==> src/rtl/core/mfep_pkg.sv <==
// Package for the MIDI file event parser: result record, event codes, tone table.
// No dependencies.
`timescale 1ns / 1ps
`default_nettype none
package mfep_pkg;

    localparam logic [3:0] EV_HEADER    = 4'd0;
    localparam logic [3:0] EV_TRK_START = 4'd1;
    localparam logic [3:0] EV_WAIT      = 4'd2;
    localparam logic [3:0] EV_META      = 4'd3;
    localparam logic [3:0] EV_TEMPO     = 4'd4;
    localparam logic [3:0] EV_NOTE_ON   = 4'd5;
    localparam logic [3:0] EV_NOTE_OFF  = 4'd6;
    localparam logic [3:0] EV_TRK_END   = 4'd7;
    localparam logic [3:0] EV_BAD_HDR   = 4'd8;
    localparam logic [3:0] EV_UNK_META  = 4'd9;
    localparam logic [3:0] EV_UNK_STAT  = 4'd10;
    localparam logic [3:0] EV_UNK_CHUNK = 4'd11;
    localparam logic [3:0] EV_TRUNC     = 4'd12;

    // One result record as it leaves the block.
    typedef struct packed {
        logic [3:0]  kind;
        logic [51:0] main_value;
        logic [15:0] aux_value;
        logic [15:0] tpq;
        logic [3:0]  channel;
        logic [6:0]  note;
        logic [6:0]  velocity;
        logic [13:0] tone;
        logic        last;
    } t_result;

    function automatic logic [8:0] tone_base(input logic [3:0] idx);
        logic [8:0] v;
        begin
            case (idx)
                4'd0: v = 9'd262;
                4'd1: v = 9'd277;
                4'd2: v = 9'd294;
                4'd3: v = 9'd311;
                4'd4: v = 9'd330;
                4'd5: v = 9'd349;
                4'd6: v = 9'd370;
                4'd7: v = 9'd392;
                4'd8: v = 9'd415;
                4'd9: v = 9'd440;
                4'd10: v = 9'd466;
                4'd11: v = 9'd494;
                default: v = 9'd0;
            endcase
            return v;
        end
    endfunction

    function automatic logic meta_known(input logic [7:0] t);
        return (t <= 8'h09) || (t == 8'h20) || (t == 8'h21) || (t == 8'h2F) ||
               (t == 8'h51) || (t == 8'h54) || (t == 8'h58) || (t == 8'h59) ||
               (t == 8'h7F);
    endfunction

endpackage
`default_nettype wire

==> src/rtl/core/mfep_queue.sv <==
// Two-entry result queue between the parser front end and the output port.
// Depends on mfep_pkg.
`timescale 1ns / 1ps
`default_nettype none
module mfep_queue (
    input  wire                  i_clk,
    input  wire                  i_rst_n,
    input  wire                  i_push,
    input  mfep_pkg::t_result    i_data,
    output logic                 o_empty,
    output logic [1:0]           o_count,
    input  wire                  i_pop,
    output mfep_pkg::t_result    o_data
);
    mfep_pkg::t_result r_mem [2];
    logic r_wp;
    logic r_rp;
    logic [1:0] r_cnt;

    assign o_empty = (r_cnt == 2'd0);
    assign o_count = r_cnt;
    assign o_data  = r_mem[r_rp];

    // Pointers and fill count; the front end only pushes when there is room.
    always_ff @(posedge i_clk) begin
        if (!i_rst_n) begin
            r_wp  <= 1'b0;
            r_rp  <= 1'b0;
            r_cnt <= 2'd0;
        end else begin
            if (i_push) r_wp <= ~r_wp;
            if (i_pop) r_rp <= ~r_rp;
            r_cnt <= r_cnt + {1'b0, i_push} - {1'b0, i_pop};
        end
    end

    always_ff @(posedge i_clk) begin
        if (i_push) r_mem[r_wp] <= i_data;
    end

    a_no_overflow: assert property (@(posedge i_clk) disable iff (!i_rst_n)
        (r_cnt == 2'd2) |-> (!i_push || i_pop)) else $error("queue overflow");
    a_no_underflow: assert property (@(posedge i_clk) disable iff (!i_rst_n)
        (r_cnt == 2'd0) |-> !i_pop) else $error("queue underflow");
    a_cnt_range: assert property (@(posedge i_clk) disable iff (!i_rst_n)
        r_cnt != 2'd3) else $error("queue count out of range");
endmodule
`default_nettype wire

==> src/rtl/core/mfep_divider.sv <==
// Radix-2 restoring divider for tempo / division (24 by 16 bits).
// No dependencies.
`timescale 1ns / 1ps
`default_nettype none
module mfep_divider (
    input  wire         i_clk,
    input  wire         i_rst_n,
    input  wire         i_start,
    input  wire  [23:0] i_num,
    input  wire  [15:0] i_den,
    output logic        o_busy,
    output logic [23:0] o_quot
);
    logic [23:0] r_q;
    logic [16:0] r_rem;
    logic [15:0] r_den;
    logic [4:0]  r_cnt;
    logic        r_busy;
    logic [16:0] w_trial;
    logic [17:0] w_diff;

    assign o_busy = r_busy;
    assign o_quot = r_q;
    assign w_trial = {r_rem[15:0], r_q[23]};
    assign w_diff = {1'b0, w_trial} - {2'b00, r_den};

    // One quotient bit per cycle.
    always_ff @(posedge i_clk) begin
        if (!i_rst_n) begin
            r_busy <= 1'b0;
            r_cnt  <= 5'd0;
            r_q    <= 24'd1041;
            r_rem  <= 17'd0;
            r_den  <= 16'd1;
        end else if (i_start) begin
            r_busy <= 1'b1;
            r_cnt  <= 5'd0;
            r_q    <= i_num;
            r_rem  <= 17'd0;
            r_den  <= i_den;
        end else if (r_busy) begin
            if (!w_diff[17]) begin
                r_rem <= w_diff[16:0];
                r_q   <= {r_q[22:0], 1'b1};
            end else begin
                r_rem <= w_trial;
                r_q   <= {r_q[22:0], 1'b0};
            end
            r_cnt <= r_cnt + 5'd1;
            if (r_cnt == 5'd23) r_busy <= 1'b0;
        end
    end
endmodule
`default_nettype wire

==> src/rtl/core/mfep_front.sv <==
// Parser front end: byte-level state machine that classifies bytes and emits results.
// Depends on mfep_pkg and mfep_divider.
`timescale 1ns / 1ps
`default_nettype none
module mfep_front (
    input  wire                i_clk,
    input  wire                i_rst_n,
    input  wire                i_valid,
    output logic               o_ready,
    input  wire  [7:0]         i_byte,
    input  wire                i_last,
    input  wire  [1:0]         i_q_count,
    output logic               o_push,
    output mfep_pkg::t_result  o_res
);
    typedef enum logic [4:0] {
        HMAGIC, HLEN, HFMT, HDIV, CMAGIC, CSIZE, DELTA, STATUS, NKEY, NVEL,
        SKIPD, MTYPE, MLEN, MDATA, SKIPTRK, STOP
    } t_phase;
    typedef enum logic [2:0] { S_IN, S_MUL, S_EMIT0, S_EMIT1 } t_step;

    t_phase r_ph, n_ph;
    t_step r_st;
    logic [2:0]  r_fbc, n_fbc;
    logic [31:0] r_fs, n_fs;
    logic [31:0] r_tbl, n_tbl;
    logic [15:0] r_tpq, n_tpq;
    logic [23:0] r_tempo, n_tempo;
    logic [27:0] r_va, n_va;
    logic [7:0]  r_stat, n_stat;
    logic [7:0]  r_mt, n_mt;
    logic [27:0] r_mbl, n_mbl;
    logic [6:0]  r_nh, n_nh;
    mfep_pkg::t_result r_res0, r_res1, n_res0, n_res1;
    logic [1:0]  r_n, n_n;
    logic        n_mulpend;
    logic        r_divgo, n_divgo;
    logic [23:0] r_divnum, n_divnum;
    logic [15:0] r_divden, n_divden;
    logic [51:0] w_prod;
    logic [27:0] r_delta, n_delta;
    logic        r_last, n_last;
    logic        w_div_busy;
    logic [23:0] w_upt;

    mfep_divider u_div (
        .i_clk(i_clk), .i_rst_n(i_rst_n), .i_start(r_divgo),
        .i_num(r_divnum), .i_den(r_divden), .o_busy(w_div_busy), .o_quot(w_upt)
    );

    assign o_ready = (r_st == S_IN) && !r_divgo && !w_div_busy;

    function automatic mfep_pkg::t_result mk(input logic [3:0] k, input logic [51:0] m,
                                             input logic [15:0] a);
        mfep_pkg::t_result r;
        begin
            r = '0;
            r.kind = k;
            r.main_value = m;
            r.aux_value = a;
            return r;
        end
    endfunction

    // Octave and note within the octave come from parallel compares against octave bounds.
    function automatic logic [13:0] beep(input logic [6:0] nt);
        logic [3:0] oct;
        logic [6:0] base;
        logic [3:0] idx;
        logic [13:0] fq;
        begin
            oct = 4'd0;
            base = 7'd0;
            for (int k = 1; k <= 10; k++) begin
                if (nt >= 7'(12 * k)) begin
                    oct = 4'(k);
                    base = 7'(12 * k);
                end
            end
            idx = 4'(nt - base);
            fq = {5'd0, mfep_pkg::tone_base(idx)};
            if (nt > 7'd71) fq = 14'(fq << (oct - 4'd5));
            else if (nt < 7'd60) fq = fq >> (4'd5 - oct);
            return fq;
        end
    endfunction

    // Byte decode: mirrors one step of the file grammar.
    always_comb begin
        logic [27:0] va7;
        logic [2:0]  fbc1;
        logic        vdone;
        n_ph = r_ph; n_fbc = r_fbc; n_fs = r_fs; n_tbl = r_tbl; n_tpq = r_tpq;
        n_tempo = r_tempo; n_va = r_va; n_stat = r_stat; n_mt = r_mt; n_mbl = r_mbl;
        n_nh = r_nh; n_res0 = '0; n_res1 = '0; n_n = 2'd0; n_mulpend = 1'b0;
        n_divgo = 1'b0; n_divnum = r_divnum; n_divden = r_divden; n_delta = r_delta;
        n_last = i_last;
        va7 = {r_va[20:0], i_byte[6:0]};
        fbc1 = r_fbc + 3'd1;
        vdone = !i_byte[7] || (fbc1 >= 3'd4);
        case (r_ph)
            HMAGIC: begin
                if (i_byte != ((r_fbc[1:0] == 2'd0) ? 8'h4D : (r_fbc[1:0] == 2'd1) ? 8'h54 :
                               (r_fbc[1:0] == 2'd2) ? 8'h68 : 8'h64)) begin
                    n_res0 = mk(mfep_pkg::EV_BAD_HDR, '0, '0); n_n = 2'd1; n_ph = STOP;
                end else if (fbc1 >= 3'd4) begin
                    n_fbc = '0; n_ph = HLEN;
                end else n_fbc = fbc1;
            end
            HLEN: begin
                if (fbc1 >= 3'd4) begin n_fbc = '0; n_fs = '0; n_ph = HFMT; end
                else n_fbc = fbc1;
            end
            HFMT: begin
                n_fs = {r_fs[23:0], i_byte};
                if (fbc1 >= 3'd4) begin n_fbc = '0; n_va = '0; n_ph = HDIV; end
                else n_fbc = fbc1;
            end
            HDIV: begin
                n_va = {12'd0, r_va[7:0], i_byte};
                if (fbc1 >= 3'd2) begin
                    n_fbc = '0;
                    if ({r_va[7:0], i_byte} == 16'd0) begin
                        n_res0 = mk(mfep_pkg::EV_BAD_HDR, {36'd0, r_fs[31:16]}, r_fs[15:0]);
                        n_n = 2'd1; n_ph = STOP;
                    end else begin
                        n_tpq = {r_va[7:0], i_byte};
                        n_divgo = 1'b1; n_divnum = r_tempo; n_divden = {r_va[7:0], i_byte};
                        n_res0 = mk(mfep_pkg::EV_HEADER, {36'd0, r_fs[31:16]}, r_fs[15:0]);
                        n_res0.tpq = {r_va[7:0], i_byte};
                        n_n = 2'd1; n_ph = CMAGIC;
                    end
                end else n_fbc = fbc1;
            end
            CMAGIC: begin
                if (i_byte != ((r_fbc[1:0] == 2'd0) ? 8'h4D : (r_fbc[1:0] == 2'd1) ? 8'h54 :
                               (r_fbc[1:0] == 2'd2) ? 8'h72 : 8'h6B)) begin
                    n_res0 = mk(mfep_pkg::EV_UNK_CHUNK, '0, '0); n_n = 2'd1; n_ph = STOP;
                end else if (fbc1 >= 3'd4) begin
                    n_fbc = '0; n_tbl = '0; n_ph = CSIZE;
                end else n_fbc = fbc1;
            end
            CSIZE: begin
                n_tbl = {r_tbl[23:0], i_byte};
                if (fbc1 >= 3'd4) begin
                    n_fbc = '0;
                    n_res0 = mk(mfep_pkg::EV_TRK_START, {20'd0, r_tbl[23:0], i_byte}, '0);
                    n_n = 2'd1;
                    if ({r_tbl[23:0], i_byte} == 32'd0) begin
                        n_res1 = mk(mfep_pkg::EV_TRK_END, '0, '0); n_n = 2'd2; n_ph = CMAGIC;
                    end else begin
                        n_ph = DELTA; n_va = '0;
                    end
                end else n_fbc = fbc1;
            end
            STOP: ;
            default: begin
                if (r_tbl != 32'd0) n_tbl = r_tbl - 32'd1;
                case (r_ph)
                    DELTA: begin
                        n_va = va7; n_fbc = fbc1;
                        if (vdone) begin
                            // Wait result is filled after the multiply step.
                            n_res0 = mk(mfep_pkg::EV_WAIT, '0, '0); n_n = 2'd1;
                            n_mulpend = 1'b1; n_delta = va7;
                            n_ph = STATUS; n_fbc = '0;
                        end
                    end
                    STATUS: begin
                        n_stat = i_byte;
                        if (i_byte == 8'hFF) n_ph = MTYPE;
                        else if (i_byte[7:4] == 4'h8 || i_byte[7:4] == 4'h9) n_ph = NKEY;
                        else if (i_byte[7:4] == 4'hA || i_byte[7:4] == 4'hB ||
                                 i_byte[7:4] == 4'hE) begin
                            n_ph = SKIPD; n_fbc = 3'd2;
                        end else if (i_byte[7:4] == 4'hC || i_byte[7:4] == 4'hD) begin
                            n_ph = SKIPD; n_fbc = 3'd1;
                        end else begin
                            n_res0 = mk(mfep_pkg::EV_UNK_STAT, '0, {8'd0, i_byte});
                            n_n = 2'd1; n_ph = SKIPTRK;
                        end
                    end
                    NKEY: begin n_nh = i_byte[6:0]; n_ph = NVEL; end
                    NVEL: begin
                        n_res0 = mk(mfep_pkg::EV_NOTE_OFF, '0, '0);
                        n_res0.channel = r_stat[3:0];
                        n_res0.note = r_nh;
                        if (r_stat[7:4] == 4'h9 && i_byte != 8'd0) begin
                            n_res0.kind = mfep_pkg::EV_NOTE_ON;
                            n_res0.velocity = i_byte[6:0];
                            n_res0.tone = beep(r_nh);
                        end
                        n_n = 2'd1; n_ph = DELTA; n_va = '0; n_fbc = '0;
                    end
                    SKIPD: begin
                        if (r_fbc <= 3'd1) begin n_ph = DELTA; n_va = '0; n_fbc = '0; end
                        else n_fbc = r_fbc - 3'd1;
                    end
                    MTYPE: begin n_mt = i_byte; n_ph = MLEN; n_va = '0; n_fbc = '0; end
                    MLEN: begin
                        n_va = va7; n_fbc = fbc1;
                        if (vdone) begin
                            if (mfep_pkg::meta_known(r_mt)) begin
                                n_res0 = mk(mfep_pkg::EV_META, {24'd0, va7}, {8'd0, r_mt});
                                n_n = 2'd1; n_mbl = va7;
                                if (va7 == 28'd0) begin
                                    n_ph = DELTA; n_va = '0; n_fbc = '0;
                                end else begin
                                    n_ph = MDATA; n_fs = '0;
                                    n_fbc = (r_mt == 8'h51 && va7 >= 28'd3) ? 3'd0 : 3'd3;
                                end
                            end else begin
                                n_res0 = mk(mfep_pkg::EV_UNK_META, {24'd0, va7}, {8'd0, r_mt});
                                n_n = 2'd1; n_ph = SKIPTRK;
                            end
                        end
                    end
                    MDATA: begin
                        if (r_mbl != 28'd0) n_mbl = r_mbl - 28'd1;
                        if (r_fbc < 3'd3) begin
                            n_fs = {r_fs[23:0], i_byte};
                            n_fbc = fbc1;
                            if (fbc1 == 3'd3) begin
                                n_tempo = {r_fs[15:0], i_byte};
                                if (r_tpq != 16'd0) begin
                                    n_divgo = 1'b1; n_divnum = {r_fs[15:0], i_byte};
                                    n_divden = r_tpq;
                                end
                                n_res0 = mk(mfep_pkg::EV_TEMPO, {28'd0, r_fs[15:0], i_byte},
                                            16'h0051);
                                n_n = 2'd1;
                            end
                        end
                        if (n_mbl == 28'd0) begin n_ph = DELTA; n_va = '0; n_fbc = '0; end
                    end
                    default: ;
                endcase
                if (n_tbl == 32'd0) begin
                    if (n_n == 2'd0) n_res0 = mk(mfep_pkg::EV_TRK_END, '0, '0);
                    else n_res1 = mk(mfep_pkg::EV_TRK_END, '0, '0);
                    n_n = n_n + 2'd1;
                    n_ph = CMAGIC; n_fbc = '0;
                end
            end
        endcase
        if (i_last) begin
            if (!(n_ph == STOP || (n_ph == CMAGIC && n_fbc == 3'd0))) begin
                if (n_n == 2'd0) n_res0 = mk(mfep_pkg::EV_TRUNC, '0, '0);
                else n_res1 = mk(mfep_pkg::EV_TRUNC, '0, '0);
                n_n = n_n + 2'd1;
            end
        end
    end

    // Queue writes: results leave one per cycle once the queue is empty enough.
    always_comb begin
        o_push = 1'b0;
        o_res = r_res0;
        o_res.last = (r_n == 2'd1);
        if (r_st == S_EMIT0 && r_n != 2'd0 && i_q_count == 2'd0) o_push = 1'b1;
        if (r_st == S_EMIT1) begin
            o_res = r_res1;
            o_res.last = 1'b1;
            o_push = (i_q_count != 2'd2);
        end
    end

    // State and sequencing: accept, optional multiply, then emit.
    always_ff @(posedge i_clk) begin
        if (!i_rst_n) begin
            r_st <= S_IN; r_ph <= HMAGIC; r_fbc <= '0; r_fs <= '0; r_tbl <= '0;
            r_tpq <= 16'd480; r_tempo <= 24'd500000; r_va <= '0; r_stat <= '0;
            r_mt <= '0; r_mbl <= '0; r_nh <= '0; r_n <= '0;
            r_divgo <= 1'b0; r_last <= 1'b0;
        end else begin
            r_divgo <= 1'b0;
            case (r_st)
                S_IN: begin
                    if (i_valid && o_ready) begin
                        r_ph <= n_ph; r_fbc <= n_fbc; r_fs <= n_fs; r_tbl <= n_tbl;
                        r_tpq <= n_tpq; r_tempo <= n_tempo; r_va <= n_va; r_stat <= n_stat;
                        r_mt <= n_mt; r_mbl <= n_mbl; r_nh <= n_nh; r_n <= n_n;
                        r_divgo <= n_divgo; r_last <= n_last;
                        if (n_mulpend) r_st <= S_MUL;
                        else if (n_n != 2'd0) r_st <= S_EMIT0;
                        else if (n_last) r_st <= S_EMIT0;
                    end
                end
                S_MUL: r_st <= S_EMIT0;
                S_EMIT0: begin
                    if (r_n == 2'd0 || i_q_count == 2'd0) begin
                        if (r_n == 2'd2) r_st <= S_EMIT1;
                        else r_st <= S_IN;
                        if (r_last) begin
                            r_ph <= HMAGIC; r_fbc <= '0; r_fs <= '0; r_tbl <= '0;
                            r_tpq <= 16'd480; r_tempo <= 24'd500000; r_va <= '0;
                            r_stat <= '0; r_mt <= '0; r_mbl <= '0; r_nh <= '0;
                            r_divgo <= 1'b1;
                        end
                    end
                end
                S_EMIT1: if (i_q_count != 2'd2) r_st <= S_IN;
                default: r_st <= S_IN;
            endcase
        end
    end

    // Payload registers; the wait value is the registered product.
    always_ff @(posedge i_clk) begin
        if (r_st == S_IN && i_valid && o_ready) begin
            r_res0 <= n_res0; r_res1 <= n_res1; r_delta <= n_delta;
            if (n_divgo) begin r_divnum <= n_divnum; r_divden <= n_divden; end
        end
        if (r_st == S_EMIT0 && r_last) begin
            r_divnum <= 24'd500000; r_divden <= 16'd480;
        end
        if (r_st == S_MUL) r_res0.main_value <= w_prod;
    end
    assign w_prod = w_upt * r_delta;

    a_emit_empty: assert property (@(posedge i_clk) disable iff (!i_rst_n)
        (o_push && r_st == S_EMIT0) |-> i_q_count == 2'd0) else $error("emit into busy queue");
    a_no_accept_busy: assert property (@(posedge i_clk) disable iff (!i_rst_n)
        w_div_busy |-> !o_ready) else $error("accept during divide");
    a_mul_follows: assert property (@(posedge i_clk) disable iff (!i_rst_n)
        (r_st == S_MUL) |=> (r_st == S_EMIT0)) else $error("multiply step lost");
endmodule
`default_nettype wire

==> src/rtl/core/midi_file_event_parser_top.sv <==
// Top level of the MIDI file event parser: front end, result queue, output port.
// Depends on mfep_pkg, mfep_front, mfep_queue.
`timescale 1ns / 1ps
`default_nettype none
// Usage:
// Bytes of a Standard MIDI File enter on the input channel (i_valid/o_ready), with
// i_file_last high on the final byte. Each byte gives zero, one or two result
// requests on the output channel (o_valid/i_ready); o_last_of_run marks the last
// result of a byte. A byte with results passes through one emit step per result,
// and a wait result first passes a multiply step for the delta. The final byte
// always passes an emit step, even with no results.
// After the header division or a tempo meta, a radix-2 divider computes the
// microseconds per tick; input stalls from the divider start until the divide is
// done. The same happens after the final byte while the defaults are restored.
// Results pass through a two-entry queue; bytes without results keep flowing while
// the receiver holds off, but a byte with results waits until the queue is empty.
// Synchronous active-low reset returns the parser to awaiting the header with
// tempo 500000 and division 480, and empties the queue.
module midi_file_event_parser_top (
    input  wire         i_clk,
    input  wire         i_rst_n,
    input  wire         i_valid,
    output logic        o_ready,
    input  wire  [7:0]  i_file_byte,
    input  wire         i_file_last,
    output logic        o_valid,
    input  wire         i_ready,
    output logic [3:0]  o_event_kind,
    output logic [51:0] o_main_value,
    output logic [15:0] o_aux_value,
    output logic [15:0] o_ticks_per_quarter,
    output logic [3:0]  o_channel,
    output logic [6:0]  o_note_number,
    output logic [6:0]  o_velocity,
    output logic [13:0] o_tone_hz,
    output logic        o_last_of_run
);
    logic w_push;
    logic w_empty;
    logic [1:0] w_cnt;
    mfep_pkg::t_result w_in;
    mfep_pkg::t_result w_out;

    mfep_front u_front (
        .i_clk(i_clk), .i_rst_n(i_rst_n), .i_valid(i_valid), .o_ready(o_ready),
        .i_byte(i_file_byte), .i_last(i_file_last), .i_q_count(w_cnt),
        .o_push(w_push), .o_res(w_in)
    );

    mfep_queue u_queue (
        .i_clk(i_clk), .i_rst_n(i_rst_n), .i_push(w_push), .i_data(w_in),
        .o_empty(w_empty), .o_count(w_cnt), .i_pop(o_valid && i_ready), .o_data(w_out)
    );

    // Output fields come straight from the queue head.
    assign o_valid             = !w_empty;
    assign o_event_kind        = w_out.kind;
    assign o_main_value        = w_out.main_value;
    assign o_aux_value         = w_out.aux_value;
    assign o_ticks_per_quarter = w_out.tpq;
    assign o_channel           = w_out.channel;
    assign o_note_number       = w_out.note;
    assign o_velocity          = w_out.velocity;
    assign o_tone_hz           = w_out.tone;
    assign o_last_of_run       = w_out.last;
endmodule
`default_nettype wire

==> config.mk <==
export PLATFORM = sky130hd
export DESIGN_NAME = midi_file_event_parser_top
export DESIGN_NICKNAME = d
export VERILOG_FILES = /design/src/rtl/core/mfep_pkg.sv /design/src/rtl/core/mfep_queue.sv /design/src/rtl/core/mfep_divider.sv /design/src/rtl/core/mfep_front.sv /design/src/rtl/core/midi_file_event_parser_top.sv
export SDC_FILE = /design/constraint.sdc
export NUM_CORES = 2
export LEC_CHECK = 0
export ABC_CLOCK_PERIOD_IN_PS = 22500
export BUFFER_PORTS_ARGS = -buffer_cell sky130_fd_sc_hd__buf_2
export CAP_MARGIN = 20
export CORE_MARGIN = 10
export CORE_UTILIZATION = 56
export CTS_BUF_LIST = sky130_fd_sc_hd__clkbuf_8
export DETAILED_ROUTE_END_ITERATION = 12
export HOLD_SLACK_MARGIN = 0.08
export PLACE_DENSITY = 0.73
export SLEW_MARGIN = 10
export SYNTH_ARGS = -nofsm -noshare
export SYNTH_HDL_FRONTEND = slang
export SYNTH_SLANG_ARGS = --single-unit
==> constraint.sdc <==
create_clock -name i_clk -period 22.5 [get_ports i_clk]
set_input_delay 4.5 -clock i_clk [delete_from_list [all_inputs] [get_ports i_clk]]
set_output_delay 4.5 -clock i_clk [all_outputs]
set_load 0.05 [all_outputs]
==> flow_summary.json <==
{
  "syn_avg_cell_area_um2": 9.46,
  "wl_per_cell_um": 23.0,
  "clk_latency_ns": 0.77,
  "start_util": 0.567,
  "post-route-drc-count": 0,
  "crit_fanout": 33,
  "ys_top_cells_by_area": "edfxtp_1 (21%), fa_1 (21%), dfxtp_1 (11%)",
  "synth_enable_flop_cells": 393,
  "maxSlewHeadroom": 0.246,
  "synthFlopType": "edfxtp_1",
  "grt_overflow": 0,
  "endpoint_kind": "flop",
  "cts.sink_count": 690,
  "rr_endpoint": "u_front.r_res0[112]",
  "setup_ws_ns": 13.78,
  "cts_buffers": 106,
  "grt_pass1_vias": 42900,
  "drtIter0Drc": 4966,
  "synth.distinct_cells": 95,
  "hp-class": "flop to flop",
  "dpl_cell_area_um2": 56700,
  "cellInternalPower_mw": 3.05,
  "synth_top_area_frac": 0.214,
  "vias": 43600,
  "p_leak_nw": 24.7,
  "synth-seq-cells": 690,
  "synthArstFlopShare": 0,
  "p_comb_frac": 0.522,
  "mappedNetlistNets": 6619,
  "cts_tree": "built",
  "p_sw_mw": 2.70,
  "tightestPinTransition_ns": 1.13,
  "h-tree-depth": 3,
  "ys.warnings.count": 0,
  "drv_slew": 0,
  "antenna_found_initial": 10,
  "fmax_ghz": 0.115,
  "synthCells": 5817,
  "clk_pin_slew_worst_paths_ns": 0.07,
  "clockPowerShare": 0.177,
  "dieArea_um2": 111000,
  "antenna_left": 0,
  "pin_count": 136,
  "min_path_cells": 2,
  "grt_usage": 0.290,
  "rrSetupSlack_ns": 13.80,
  "die_h_um": 333,
  "setup_tns_ns": 0,
  "holdPathEnd": "u_front.r_fs[26]",
  "vdd_drop_max_v": 0.000130,
  "hold_buffers": 0,
  "rsz0062_at_grt": "false",
  "placementRows": 114,
  "die_x_um": 333,
  "setup_viol": 0,
  "cts_resized": 0,
  "drv_cap": 0,
  "r2r_cells": 26,
  "drive_above_1_share": 0.0980,
  "crit_path_start_kind": "input pin",
  "netlist_area_um2": 55000,
  "grt_pass1_wl_um": 253000,
  "finalHoldViolCount": 0,
  "grt_max_degree": 95,
  "ys_seq_area_frac": 0.323,
  "port_buffers": 135,
  "wirelength_um": 164000,
  "synth_area_leader_cell": "edfxtp_1",
  "critPathArrivalTime_ns": 9.17,
  "critPathKind": "input pin to flop",
  "place_congestion": 0.996,
  "first_pass_iters": 7,
  "place_ws_ns": 13.22,
  "clock-root-buffer": "clkbuf_8",
  "period_needed_ns": 8.72,
  "switching_share": 0.470,
  "cts_setup_buffers": 0,
  "finalClockSkew_ns": 0.0682,
  "power_mw": 5.76,
  "power_frac_seq": 0.302,
  "area_delta_synth_final_pct": 6.97,
  "finalCritPeriodShare": 0.388,
  "stdcell_area_um2": 58900,
  "nNetsFinal": 6588,
  "min-delay-start": "u_front.r_fs[26]",
  "p_per_area_nw_per_um2": 97.8,
  "status": "complete, no violations",
  "dp_hpwl_um": 117000,
  "core_um2": 97100,
  "viasPerCell": 6.09,
  "cp_data_required_time_ns": 22.94,
  "r2r-start": "u_front.u_div.o_quot[6]",
  "clockBufferDepth": 3
}
-- per-layer routing --
| metal | GRT usage | share of wire |
|---|---|---|
| met1 | 0.390 | 0.40 |
| met2 | 0.451 | 0.45 |
| met4 | 0.111 | 0.044 |
| met3 | 0.0703 | 0.10 |
| met5 | 0.00998 | 0.0022 |
-- cell usage after synthesis (128+ instances only) --
| library cell | instances |
|---|---|
| a21oi_1 | 299 |
| and2_1 | 492 |
| clkbuf_1 | 340 |
| dfxtp_1 | 297 |
| edfxtp_1 | 393 |
| fa_1 | 571 |
| ha_1 | 218 |
| inv_1 | 714 |
| mux2_2 | 128 |
| nand2_1 | 647 |
| nor2_1 | 414 |
| nor3_1 | 129 |
| o21ai_0 | 136 |
-- cells by family after synthesis --
logic type,Yosys count,synth area share
xor gates and xnor gates,98,0.0156
AOI/OAI and AO/OA,873,0.102
DFF,690,0.323
muxes,224,0.0441
buffers and inverters,1093,0.0751
and+or+nand+nor,2050,0.183
adders and majority gates,789,0.257
-- layout by cell type (no fill, tap or decap), types with 22 or more instances in the layout --
cell,netlist,final
and2_1,492,492
or3_1,26,26
nor4_1,40,40
o21ai_0,136,135
dfxtp_1,297,293
nor2b_1,27,26
clkbuf_8,0,123
nand2_1,647,644
o31ai_1,22,22
nor3_1,129,125
a21o_1,43,43
o22ai_1,28,28
buf_4,0,101
xor2_1,38,38
inv_1,714,763
mux2_2,128,128
a211oi_1,30,30
nor2_1,414,409
o211ai_1,24,24
edfxtp_1,393,393
nand4_1,22,22
a221oi_1,37,36
buf_2,11,135
nand2b_1,30,29
a311oi_1,31,31
a22oi_1,44,44
xnor2_1,60,60
mux2i_1,94,94
a31oi_1,27,27
fa_1,571,571
a21oi_1,299,298
ha_1,218,218
nand3_1,123,123
-- area by class of cell --
cell class,instances,area (um^2)
antenna,10,25.0
clock buffer,123,1690
clock inverter,76,377
fill,8220,38300
inverter,716,2690
multi-input combinational,4034,33300
sequential,690,17800
tap,1276,1600
timing repair buffer,238,1470
-- metrics by stage --
step,hold WS (ns),utilization,cells
2_1_floorplan,0.406,-,5817
3_3_place_gp,0.441,0.584,6951
3_5_place_dp,0.449,0.584,6951
4_1_cts,0.457,0.605,7150
5_1_grt,0.474,0.606,7154
6_report,0.463,0.606,7163
-- worst max path at each step --
stage,start,to,depth (start not counted)
final,i_file_byte[7],u_front.r_res0[91],17
after global routing,u_front.u_div.o_quot[6],u_front.r_res0[112],26
after CTS,u_front.u_div.o_quot[6],u_front.r_res0[112],26
after detailed placement,i_file_byte[7],u_front.r_res0[82],17
after global placement,i_file_byte[7],u_front.r_res0[91],17
after floorplan,i_file_byte[4],u_front.r_res0[93],13
-- registers in the layout (all words and copies together), names as in the netlist, 7 cells and up, named ones only --
name and count:
u_front.r_delta 28, u_front.r_divden 16, u_front.r_divnum 24, u_front.r_fs 32, u_front.r_mbl 28, u_front.r_mt 8
u_front.r_nh 7, u_front.r_res0 120, u_front.r_stat 8, u_front.r_tbl 32, u_front.r_tempo 24, u_front.r_tpq 16
u_front.r_va 21, u_front.u_div.o_quot 24, u_front.u_div.r_den 16, u_front.u_div.r_rem 16, u_queue.r_mem 242
-- power by group through the flow --
stage,logic [mW],registers (mW),clock network [mW]
floorplan,2.22,1.62,0
global placement,2.92,1.75,0
detailed placement,2.94,1.75,0
CTS,2.96,1.72,1.03
global route,3.25,1.74,1.08
finish,3.00,1.74,1.02
-- worst max-delay path, stage by stage --
cell      delay [ns]
buf_2           0.39
clkinv_1        0.47
nor2_1          0.28
nor2_2          0.06
buf_4           0.24
nor2_1          0.19
nand4_1         0.24
ha_1            0.36
a21oi_1         0.12
nand2_1         0.07
a21oi_1         0.41
ha_1            0.28
inv_1           0.10
a211oi_4        0.42
buf_4           0.41
nand2b_1        0.41
o21ai_0         0.17
Power figures use the tool's default switching activity.
